## src/rtl/tsg_pkg.sv

```systemverilog
// Shared types and codes for the touch swipe gesture classifier.
// No dependencies; every other file in rtl/ imports this package.
package tsg_pkg;

  localparam logic [31:0] THR_RESET   = 32'd400;
  localparam logic [3:0]  ANGLE_RESET = 4'd3;

  // Register select: bit 2 of the byte address
  localparam logic REG_SLIDE_THR = 1'b0;
  localparam logic REG_ANGLE     = 1'b1;

  localparam logic [7:0] EV_IDLE0 = 8'h00;
  localparam logic [7:0] EV_FIRST = 8'h01;
  localparam logic [7:0] EV_IDLE2 = 8'h02;
  localparam logic [7:0] EV_HELD  = 8'h03;

  localparam logic [1:0] PH_IDLE  = 2'd0;
  localparam logic [1:0] PH_FIRST = 2'd1;
  localparam logic [1:0] PH_HELD  = 2'd2;
  localparam logic [1:0] PH_REL   = 2'd3;

  localparam logic [1:0] SM_UNTOUCHED = 2'd0;
  localparam logic [1:0] SM_NOSLIDE   = 2'd1;
  localparam logic [1:0] SM_VERT      = 2'd2;
  localparam logic [1:0] SM_HORZ      = 2'd3;

  localparam logic [2:0] G_UNTOUCHED = 3'd0;
  localparam logic [2:0] G_NOSLIDE   = 3'd1;
  localparam logic [2:0] G_CLICK     = 3'd4;
  localparam logic [2:0] G_VFLING    = 3'd5;
  localparam logic [2:0] G_HFLING    = 3'd6;

  localparam int IN_W  = 72;
  localparam int OUT_W = 40;

  typedef enum logic [2:0] {
    ST_IDLE,
    ST_MX,
    ST_MY,
    ST_MW,
    ST_DEC
  } st_t;

  typedef enum logic [1:0] {
    MUL_SQX,
    MUL_SQY,
    MUL_WY
  } mul_sel_t;

  typedef struct packed {
    logic               report_ready;
    logic [7:0]         event_code;
    logic signed [15:0] pos_x;
    logic signed [15:0] pos_y;
    logic [15:0]        displayed_page;
    logic [15:0]        query_page;
  } in_item_t;

  typedef struct packed {
    logic [2:0]         gesture;
    logic signed [15:0] speed_x;
    logic signed [15:0] speed_y;
    logic [1:0]         touch_phase;
  } res_t;

endpackage

```

## src/rtl/tsg_cfg.sv

```systemverilog
// Configuration registers behind the APB-style port.
// Depends on tsg_pkg for reset values and register selects.
module tsg_cfg import tsg_pkg::*; (
  input  logic        clk,
  input  logic        rst_n,
  input  logic        psel,
  input  logic        penable,
  input  logic        pwrite,
  input  logic [2:0]  paddr,
  input  logic [31:0] pwdata,
  output logic [31:0] prdata,
  output logic [31:0] slide_thr,
  output logic [3:0]  angle
);

  logic [31:0] thr_r, thr_nxt;
  logic [3:0]  angle_r, angle_nxt;
  logic        wr_en;

  assign wr_en = psel & penable & pwrite;

  always_comb begin
    thr_nxt   = thr_r;
    angle_nxt = angle_r;
    if (wr_en) begin
      unique case (paddr[2])
        REG_SLIDE_THR: thr_nxt   = pwdata;
        REG_ANGLE:     angle_nxt = pwdata[3:0];
        default:       thr_nxt   = thr_r;
      endcase
    end
  end

  always_ff @(posedge clk) begin
    if (!rst_n) begin
      thr_r   <= THR_RESET;
      angle_r <= ANGLE_RESET;
    end else begin
      thr_r   <= thr_nxt;
      angle_r <= angle_nxt;
    end
  end

  assign prdata    = (paddr[2] == REG_ANGLE) ? {28'd0, angle_r} : thr_r;
  assign slide_thr = thr_r;
  assign angle     = angle_r;

endmodule

```

## src/rtl/tsg_mul.sv

```systemverilog
// Shared 32x16 multiplier with registered product: squares both distances,
// then weights the Y square by the angle factor. Depends on tsg_pkg.
module tsg_mul import tsg_pkg::*; (
  input  logic        clk,
  input  logic        en,
  input  mul_sel_t    sel,
  input  logic [15:0] mag_x,
  input  logic [15:0] mag_y,
  input  logic [3:0]  angle,
  output logic [47:0] prod_r
);

  logic [31:0] op_a;
  logic [15:0] op_b;
  logic [47:0] prod_nxt;

  // Weighting pass feeds the Y square straight back from the product register
  always_comb begin
    unique case (sel)
      MUL_SQX: begin
        op_a = {16'd0, mag_x};
        op_b = mag_x;
      end
      MUL_SQY: begin
        op_a = {16'd0, mag_y};
        op_b = mag_y;
      end
      MUL_WY: begin
        op_a = prod_r[31:0];
        op_b = {12'd0, angle};
      end
      default: begin
        op_a = {16'd0, mag_x};
        op_b = mag_x;
      end
    endcase
  end

  assign prod_nxt = op_a * op_b;

  // Hold the product outside the three passes
  always_ff @(posedge clk) begin
    if (en) prod_r <= prod_nxt;
  end

endmodule

```

## src/rtl/tsg_ctrl.sv

```systemverilog
// Sequencer and gesture state: latches a report, runs three multiplier
// passes, then classifies. Depends on tsg_pkg; drives tsg_mul's select.
module tsg_ctrl import tsg_pkg::*; (
  input  logic        clk,
  input  logic        rst_n,
  input  logic        in_acc,
  input  in_item_t    item,
  output logic        in_ready,
  input  logic [31:0] slide_thr,
  input  logic        out_free,
  output logic        res_valid,
  output res_t        res,
  output logic        mul_en,
  output mul_sel_t    mul_sel,
  output logic [15:0] mag_x,
  output logic [15:0] mag_y,
  input  logic [47:0] prod
);

  st_t st_r, st_nxt;

  logic [1:0]  phase_r, phase_nxt;
  logic [1:0]  sm_r, sm_nxt;
  logic [15:0] press_x_r, press_x_nxt, press_y_r, press_y_nxt;
  logic [15:0] prev_x_r, prev_x_nxt, prev_y_r, prev_y_nxt;
  logic [15:0] cur_x_r, cur_x_nxt, cur_y_r, cur_y_nxt;
  logic [15:0] press_page_r, press_page_nxt;
  logic [15:0] fling_x_r, fling_x_nxt, fling_y_r, fling_y_nxt;
  logic [15:0] dpage_r, qpage_r;
  logic [31:0] x2_r, y2_r;

  logic [15:0] diff_x, diff_y, spd_x, spd_y;
  logic        moved, vert, dec_fire;
  logic [1:0]  dir, sm_dec;
  logic [2:0]  gest;
  logic        upd_fx, upd_fy, page_ld;

  // Next state
  always_comb begin
    st_nxt = st_r;
    unique case (st_r)
      ST_IDLE: if (in_acc) st_nxt = ST_MX;
      ST_MX:   st_nxt = ST_MY;
      ST_MY:   st_nxt = ST_MW;
      ST_MW:   st_nxt = ST_DEC;
      ST_DEC:  if (out_free) st_nxt = ST_IDLE;
      default: st_nxt = ST_IDLE;
    endcase
  end

  // Outputs of the sequencer
  always_comb begin
    in_ready  = 1'b0;
    dec_fire  = 1'b0;
    mul_en    = 1'b0;
    mul_sel   = MUL_SQX;
    unique case (st_r)
      ST_IDLE: in_ready = 1'b1;
      ST_MX: begin
        mul_en  = 1'b1;
        mul_sel = MUL_SQX;
      end
      ST_MY: begin
        mul_en  = 1'b1;
        mul_sel = MUL_SQY;
      end
      ST_MW: begin
        mul_en  = 1'b1;
        mul_sel = MUL_WY;
      end
      ST_DEC:  dec_fire = out_free;
      default: in_ready = 1'b0;
    endcase
  end

  assign res_valid = dec_fire;

  // Wrapped press-to-current distances, magnitude in 16 bits (0x8000 stays)
  assign diff_x = press_x_r - cur_x_r;
  assign diff_y = press_y_r - cur_y_r;
  assign mag_x  = diff_x[15] ? 16'(~diff_x + 16'd1) : diff_x;
  assign mag_y  = diff_y[15] ? 16'(~diff_y + 16'd1) : diff_y;

  assign spd_x = prev_x_r - cur_x_r;
  assign spd_y = prev_y_r - cur_y_r;

  // In ST_DEC the product register holds angle * y^2
  assign moved = (y2_r >= slide_thr) || (x2_r >= slide_thr);
  assign vert  = prod[35:0] >= {4'd0, x2_r};
  assign dir   = vert ? SM_VERT : SM_HORZ;

  always_comb begin
    gest    = G_UNTOUCHED;
    sm_dec  = sm_r;
    upd_fx  = 1'b0;
    upd_fy  = 1'b0;
    page_ld = 1'b0;
    priority if (phase_r == PH_IDLE) begin
      sm_dec = SM_UNTOUCHED;
      gest   = G_UNTOUCHED;
    end else if (phase_r == PH_FIRST) begin
      page_ld = 1'b1;
      sm_dec  = SM_NOSLIDE;
      gest    = G_NOSLIDE;
    end else if (qpage_r != press_page_r) begin
      gest = G_NOSLIDE;
    end else if (phase_r == PH_HELD) begin
      if (sm_r == SM_NOSLIDE && moved) sm_dec = dir;
      gest = {1'b0, sm_dec};
    end else if (sm_r == SM_NOSLIDE && !moved) begin
      gest = G_CLICK;
    end else begin
      if (sm_r == SM_NOSLIDE) sm_dec = dir;
      // untouched on release falls through as horizontal
      if (sm_dec == SM_VERT) begin
        upd_fy = 1'b1;
        gest   = G_VFLING;
      end else begin
        upd_fx = 1'b1;
        gest   = G_HFLING;
      end
    end
  end

  always_comb begin
    phase_nxt      = phase_r;
    sm_nxt         = sm_r;
    press_x_nxt    = press_x_r;
    press_y_nxt    = press_y_r;
    prev_x_nxt     = prev_x_r;
    prev_y_nxt     = prev_y_r;
    cur_x_nxt      = cur_x_r;
    cur_y_nxt      = cur_y_r;
    press_page_nxt = press_page_r;
    fling_x_nxt    = fling_x_r;
    fling_y_nxt    = fling_y_r;
    if (in_acc) begin
      if (item.report_ready) begin
        priority if (item.event_code == EV_FIRST) begin
          press_x_nxt = item.pos_x;
          press_y_nxt = item.pos_y;
          prev_x_nxt  = item.pos_x;
          prev_y_nxt  = item.pos_y;
          phase_nxt   = PH_FIRST;
        end else if (item.event_code == EV_HELD) begin
          prev_x_nxt = cur_x_r;
          prev_y_nxt = cur_y_r;
          phase_nxt  = PH_HELD;
        end else begin
          phase_nxt = PH_REL;
        end
        cur_x_nxt = item.pos_x;
        cur_y_nxt = item.pos_y;
      end else if (item.event_code == EV_IDLE0 || item.event_code == EV_IDLE2) begin
        phase_nxt = PH_IDLE;
      end
    end
    if (dec_fire) begin
      sm_nxt = sm_dec;
      if (page_ld) press_page_nxt = dpage_r;
      if (upd_fx)  fling_x_nxt    = spd_x;
      if (upd_fy)  fling_y_nxt    = spd_y;
    end
  end

  always_ff @(posedge clk) begin
    if (!rst_n) begin
      st_r         <= ST_IDLE;
      phase_r      <= PH_IDLE;
      sm_r         <= SM_UNTOUCHED;
      press_x_r    <= '0;
      press_y_r    <= '0;
      prev_x_r     <= '0;
      prev_y_r     <= '0;
      cur_x_r      <= '0;
      cur_y_r      <= '0;
      press_page_r <= '0;
      fling_x_r    <= '0;
      fling_y_r    <= '0;
    end else begin
      st_r         <= st_nxt;
      phase_r      <= phase_nxt;
      sm_r         <= sm_nxt;
      press_x_r    <= press_x_nxt;
      press_y_r    <= press_y_nxt;
      prev_x_r     <= prev_x_nxt;
      prev_y_r     <= prev_y_nxt;
      cur_x_r      <= cur_x_nxt;
      cur_y_r      <= cur_y_nxt;
      press_page_r <= press_page_nxt;
      fling_x_r    <= fling_x_nxt;
      fling_y_r    <= fling_y_nxt;
    end
  end

  // Payload holds: page numbers of the word in flight, captured squares
  always_ff @(posedge clk) begin
    if (in_acc) begin
      dpage_r <= item.displayed_page;
      qpage_r <= item.query_page;
    end
    if (st_r == ST_MY) x2_r <= prod[31:0];
    if (st_r == ST_MW) y2_r <= prod[31:0];
  end

  assign res.gesture     = gest;
  assign res.speed_x     = upd_fx ? spd_x : fling_x_r;
  assign res.speed_y     = upd_fy ? spd_y : fling_y_r;
  assign res.touch_phase = phase_r;

  a_fire_in_dec: assert property (@(posedge clk) disable iff (!rst_n)
    res_valid |-> (st_r == ST_DEC))
    else $error("result issued outside decision step");

  a_seq_order: assert property (@(posedge clk) disable iff (!rst_n)
    (st_r == ST_MX) |=> (st_r == ST_MY))
    else $error("multiplier passes out of order");

  a_click_on_release: assert property (@(posedge clk) disable iff (!rst_n)
    (res_valid && res.gesture == G_CLICK) |-> (phase_r == PH_REL))
    else $error("click reported while not released");

  a_sm_stable: assert property (@(posedge clk) disable iff (!rst_n)
    (st_r != ST_DEC) |=> $stable(sm_r))
    else $error("slide mode changed outside decision step");

  a_one_fling: assert property (@(posedge clk) disable iff (!rst_n)
    res_valid |-> !(upd_fx && upd_fy))
    else $error("both fling speeds updated for one word");

endmodule

```

## src/rtl/touch_swipe_gesture_classifier_core.sv

```systemverilog
// Top level of the touch swipe gesture classifier: stream ports, APB port,
// result register. Depends on tsg_pkg, tsg_cfg, tsg_mul and tsg_ctrl.
//
//   channel  | ports              | word
//   ---------+--------------------+---------------------------------------
//   in       | in_t*              | one touch report, tuser = report_ready
//   out      | out_t*             | one gesture result per report
//   cfg      | cfg_p*             | slide threshold @0x0, angle_factor @0x4
//
// A report runs three passes of the shared multiplier (x^2, y^2, angle*y^2)
// and a classify step on its way to the result register. in_tready is high
// only while the sequencer is idle, so no report is taken before the last is
// classified. Reset (synchronous, rst_n low) clears all gesture state and the
// registers to their defaults. A result waiting on out_tready holds the
// sequencer in the classify step, and in_tready stays low until it frees.
module touch_swipe_gesture_classifier_core import tsg_pkg::*; (
  input  logic              clk,
  input  logic              rst_n,
  input  logic              in_tvalid,
  output logic              in_tready,
  // [7:0] event_code, [23:8] pos_x, [39:24] pos_y, [55:40] displayed_page,
  // [71:56] query_page
  input  logic [IN_W-1:0]   in_tdata,
  // [0] report_ready
  input  logic              in_tuser,
  output logic              out_tvalid,
  input  logic              out_tready,
  // [2:0] gesture, [18:3] speed_x, [34:19] speed_y, [36:35] touch_phase,
  // [39:37] zero
  output logic [OUT_W-1:0]  out_tdata,
  input  logic              cfg_psel,
  input  logic              cfg_penable,
  input  logic              cfg_pwrite,
  input  logic [2:0]        cfg_paddr,
  input  logic [31:0]       cfg_pwdata,
  output logic [31:0]       cfg_prdata,
  output logic              cfg_pready
);

  in_item_t    item;
  res_t        res, res_r;
  logic        in_acc, out_free, res_valid;
  logic        out_valid_r, out_valid_nxt;
  logic [31:0] slide_thr;
  logic [3:0]  angle;
  logic        mul_en;
  mul_sel_t    mul_sel;
  logic [15:0] mag_x, mag_y;
  logic [47:0] prod;

  assign item.report_ready   = in_tuser;
  assign item.event_code     = in_tdata[7:0];
  assign item.pos_x          = in_tdata[23:8];
  assign item.pos_y          = in_tdata[39:24];
  assign item.displayed_page = in_tdata[55:40];
  assign item.query_page     = in_tdata[71:56];

  assign in_acc   = in_tvalid & in_tready;
  assign out_free = ~out_valid_r | out_tready;

  assign cfg_pready = 1'b1;

  tsg_cfg u_cfg (
    .clk       (clk),
    .rst_n     (rst_n),
    .psel      (cfg_psel),
    .penable   (cfg_penable),
    .pwrite    (cfg_pwrite),
    .paddr     (cfg_paddr),
    .pwdata    (cfg_pwdata),
    .prdata    (cfg_prdata),
    .slide_thr (slide_thr),
    .angle     (angle)
  );

  tsg_mul u_mul (
    .clk    (clk),
    .en     (mul_en),
    .sel    (mul_sel),
    .mag_x  (mag_x),
    .mag_y  (mag_y),
    .angle  (angle),
    .prod_r (prod)
  );

  tsg_ctrl u_ctrl (
    .clk       (clk),
    .rst_n     (rst_n),
    .in_acc    (in_acc),
    .item      (item),
    .in_ready  (in_tready),
    .slide_thr (slide_thr),
    .out_free  (out_free),
    .res_valid (res_valid),
    .res       (res),
    .mul_en    (mul_en),
    .mul_sel   (mul_sel),
    .mag_x     (mag_x),
    .mag_y     (mag_y),
    .prod      (prod)
  );

  // Hold the word until taken; load a new one when the slot frees
  always_comb begin
    out_valid_nxt = out_valid_r;
    if (res_valid) begin
      out_valid_nxt = 1'b1;
    end else if (out_tready) begin
      out_valid_nxt = 1'b0;
    end
  end

  always_ff @(posedge clk) begin
    if (!rst_n) begin
      out_valid_r <= 1'b0;
    end else begin
      out_valid_r <= out_valid_nxt;
    end
  end

  always_ff @(posedge clk) begin
    if (res_valid) res_r <= res;
  end

  assign out_tvalid = out_valid_r;
  assign out_tdata  = {3'd0, res_r.touch_phase, res_r.speed_y, res_r.speed_x, res_r.gesture};

endmodule

```

## config.mk

```make
export PLATFORM = sky130hd
export DESIGN_NAME = touch_swipe_gesture_classifier_core
export DESIGN_NICKNAME = d
export VERILOG_FILES = /design/src/rtl/tsg_pkg.sv /design/src/rtl/tsg_cfg.sv /design/src/rtl/tsg_mul.sv /design/src/rtl/tsg_ctrl.sv /design/src/rtl/touch_swipe_gesture_classifier_core.sv
export SDC_FILE = /design/constraint.sdc
export NUM_CORES = 1
export LEC_CHECK = 0
export ABC_AREA = 1
export BUFFER_PORTS_ARGS = -buffer_cell sky130_fd_sc_hd__buf_2
export CAP_MARGIN = 25
export CORE_MARGIN = 10
export CORE_UTILIZATION = 65
export DETAILED_ROUTE_END_ITERATION = 7
export MAX_ROUTING_LAYER = met4
export PLACE_DENSITY = 0.93
export SLEW_MARGIN = 30
export SYNTH_ARGS = -nofsm -noshare
export SYNTH_HDL_FRONTEND = slang
export SYNTH_SLANG_ARGS = --single-unit
```

## constraint.sdc

```tcl
create_clock -name clk -period 20.9 [get_ports clk]
set_input_delay 3.135 -clock clk [delete_from_list [all_inputs] [get_ports clk]]
set_output_delay 3.135 -clock clk [all_outputs]
set_load 0.005 [all_outputs]
```

==> results.toml <==
[clocking]
ctsHtreeMaxLevel = 2
hold_buffers = 0
post_cts_resize_count = 0
clock_tree_from_tritoncts = "yes"
clock_insertion_delay_worst_skew_ns = 0.58
cts_post_setup_buffers_inserted = 0
cts_root_buf = "sky130_fd_sc_hd__clkbuf_16"
clk_pin_slew_ns = 0.06
cts.sinks = 357
clk_path_buf_depth = 3
tritoncts.num_buffers = 39

[timing]
rsz_0062_raised_after_global_routing = "no"
finalSetupTns_ns = 0
finalCriticalPeriod_ns = 11.21
fmax_mhz = 89.2
worst_pin_slew_ns = 0.986
max-slew-margin-rel = 0.339
final_cycle_utilization_of_the_critical_path = 0.536
finalHoldViolations = 0
fin_ws_ns = 9.69
clock_tree_skew_after_final_layout_ns = 0.0325
setup-violations-final = 0
max_slew_violations = 0

[logic_synthesis]
yosys_warnings = 0
synth_top_area_frac = 0.218
synth_area_per_cell_sq_um = 8.10
edff_count_synth = 169
ys_top_cells_by_count = "917 x sky130_fd_sc_hd__nand2_1, 744 x sky130_fd_sc_hd__inv_1, 359 x sky130_fd_sc_hd__fa_1, 341 x sky130_fd_sc_hd__nor2_1, 234 x sky130_fd_sc_hd__ha_1"
synth.top_cells.by_area = "sky130_fd_sc_hd__fa_1 22%, sky130_fd_sc_hd__edfxtp_1 15%, sky130_fd_sc_hd__dfxtp_1 11%, sky130_fd_sc_hd__nand2_1 10%, sky130_fd_sc_hd__ha_1 8.9%"
post-synth-top-area-cell = "sky130_fd_sc_hd__fa_1"
most_numerous_cell_in_the_yosys_netlist = "sky130_fd_sc_hd__nand2_1"
proportion_of_synthesized_flip_flops_having_asynchronous_set_or_reset = 0
synth_cells = 4075
synth.ff_latch_count = 357
synth-main-ff-cell = "sky130_fd_sc_hd__dfxtp_1"
seq_area_frac_synth = 0.268
distinct_cells_synth = 62
synth.cell_area_sq_mm = 0.0330

[final_layout]
multiInputGateArea_sq_mm = 0.0207
filler_cell_count = 3449
layout-area-overhead-vs-synth_pct = 8.18
sequential_cell_area_sq_mm = 0.00884
drive_gt1_frac = 0.0903
post_layout_nets = 4899

[placed_design]
io_buffer_count = 183
detailedPlace.worstSlack_ns = 10.24
hpwlAfterDp_um = 68600
place.gp.congestion = 1.03

[critical_path]
crit_path_end_kind = "flop"
path_delay_family = "adder cells"
worstSetupStartpoint = "u_ctrl.st_r[0]$_SDFFE_PN0P_"
critPathRequiredTime_ns = 21.21
critical_path_peak_fanout = 34
crit_slowest_cell = "sky130_fd_sc_hd__ha_1"
rrSetupSlack_ns = 9.69
regToRegStartpoint = "u_ctrl.st_r[0]$_SDFFE_PN0P_"
path_buf_inv = 9
worstReg2RegEnd = "u_mul.prod_r[34]$_DFFE_PP_"
critPathMaxStageDelay_ns = 0.65
cp_data_arrival_time_ns = 11.51
worstSetupStartpointType = "flop"
critical_path_class = "flop to flop"
worst_reg_to_reg_path_cell_count = 33
timing.critical_path.mode_cell = "sky130_fd_sc_hd__inv_1"

[job]
timing.max_cap.violations = 0

[route]
route.antenna.remaining_nets = 0
drc_errors = 0
detail_route.wirelength_um = 93500
top_signal_layer_used = "met4"
route.vias.total = 29049
met2_wirelength_um = 43600
viasPerCell = 5.92
first_pass_iters = 7
met3_wire_length_um = 11100
routed_wire_length_per_instance_um = 19.1
detailedRoute.firstIterationViolations = 3404
route.layer.met1.wl_um = 32700

[die]
starting_utilization_of_the_core_area = 0.658
fp.dieH_um = 245
rows = 82
die-width_um = 245
top_level_ports = 190
fp.dieArea_sq_mm = 0.0602
core_area_sq_mm = 0.0502

[worst_hold_path]
min-delay-path-class = "flop to flop"
hold-path-endpoint = "u_ctrl.press_page_r[10]$_SDFFE_PN0P_"
holdCritStartpoint = "u_ctrl.dpage_r[10]$_DFFE_PP_"
worst_hold_path.num_cells = 2

[global_routing]
gr-usage-all-layers = 0.316
globalRouteOverflowTotal = 0
grt_pass1_wl_um = 148000
via_count_of_the_first_global_routing_pass = 29291
grt_antenna_before_repair = 13
grt_start_max_net_pins = 118

[run_status]
outcome = "complete, no violations"
-- cell usage in the layout (no fill, tap or decap), drive strengths merged, types with 5 or more instances in the layout --
cell type | netlist | layout
ha | 234 | 234
xor2 | 46 | 46
o21a | 8 | 8
dfxtp | 188 | 188
a21boi | 6 | 6
a31oi | 50 | 50
and2 | 5 | 5
nand2 | 943 | 943
nand3 | 151 | 151
edfxtp | 169 | 169
xnor2 | 33 | 33
a21o | 5 | 5
diode | 0 | 14
nor2 | 349 | 349
clkbuf | 94 | 56
nor3 | 48 | 48
or2 | 6 | 6
o211ai | 7 | 7
nand3b | 7 | 7
a21oi | 214 | 214
fa | 359 | 359
a211oi | 5 | 5
buf | 36 | 203
o21ai | 236 | 236
o21bai | 35 | 35
clkinv | 9 | 14
inv | 773 | 780
nand4 | 32 | 32
-- worst max-delay path by stage --
stage | endpoint | slack (ns) | cells after the start
floorplan | u_mul.prod_r[32]$_DFFE_PP_ | 10.96 | 32
global placement | u_mul.prod_r[34]$_DFFE_PP_ | 10.48 | 32
detailed placement | u_mul.prod_r[32]$_DFFE_PP_ | 10.24 | 32
CTS | u_mul.prod_r[32]$_DFFE_PP_ | 10.10 | 32
global route | u_mul.prod_r[32]$_DFFE_PP_ | 9.34 | 32
finish | u_mul.prod_r[34]$_DFFE_PP_ | 9.69 | 33
-- sequential cells by signal, summed over array words and instances, names as in the netlist, 32 cells and up --
register / cells
u_ctrl.y2_r: 32
u_ctrl.x2_r: 32
u_cfg.slide_thr: 32
u_mul.prod_r: 36
out_tdata: 37
-- stage by stage --
| stage | util | hold slack, ns | instance area, sq um | std cells |
|---|---|---|---|---|
| after floorplan | - | 0.442 | 33000 | 4077 |
| after global placement | 0.685 | 0.451 | 34400 | 4822 |
| after detailed placement | 0.685 | 0.472 | 34400 | 4822 |
| after CTS | 0.711 | 0.471 | 35700 | 4893 |
| after global routing | 0.712 | 0.498 | 35700 | 4906 |
| final | 0.712 | 0.472 | 35700 | 4907 |
-- final cells by class --
cell class	instances	share of cell area
well taps	672	0.0235
repair buffers	203	0.0300
clock buffers	56	0.0311
multi-input cells	2808	0.580
flip-flops and latches	357	0.247
diodes	14	0.000981
inverters	782	0.0823
clock inverters	15	0.00515
-- worst reg2reg max path, delay by kind of cell (launching register included) --
kind                       cells  cell delay, ns
AOI/OAI and AO/OA              9            2.58
xor gates and xnor gates       1            0.15
adders and majority gates      8            4.16
buffers and inverters          9            2.36
DFF                            1            0.34
and+or+nand+nor                6            1.38
-- routing by layer --
layer	global-route usage	vias up
li1	-	13046
met1	0.350	13595
met2	0.506	1844
met3	0.0868	564
met4	0.188	0
met5	-	-
-- cells by family after synthesis --
logic type / Yosys count / synth area share
and+or+nand+nor: 1550 / 0.195
buffers and inverters: 912 / 0.107
DFF: 357 / 0.268
other: 2 / 0.000227
adders and majority gates: 593 / 0.306
xor gates and xnor gates: 79 / 0.0212
AOI/OAI and AO/OA: 582 / 0.103
Power is not shown: default switching activity piles up to over one toggle a cycle in this logic, so the estimate is an artifact.
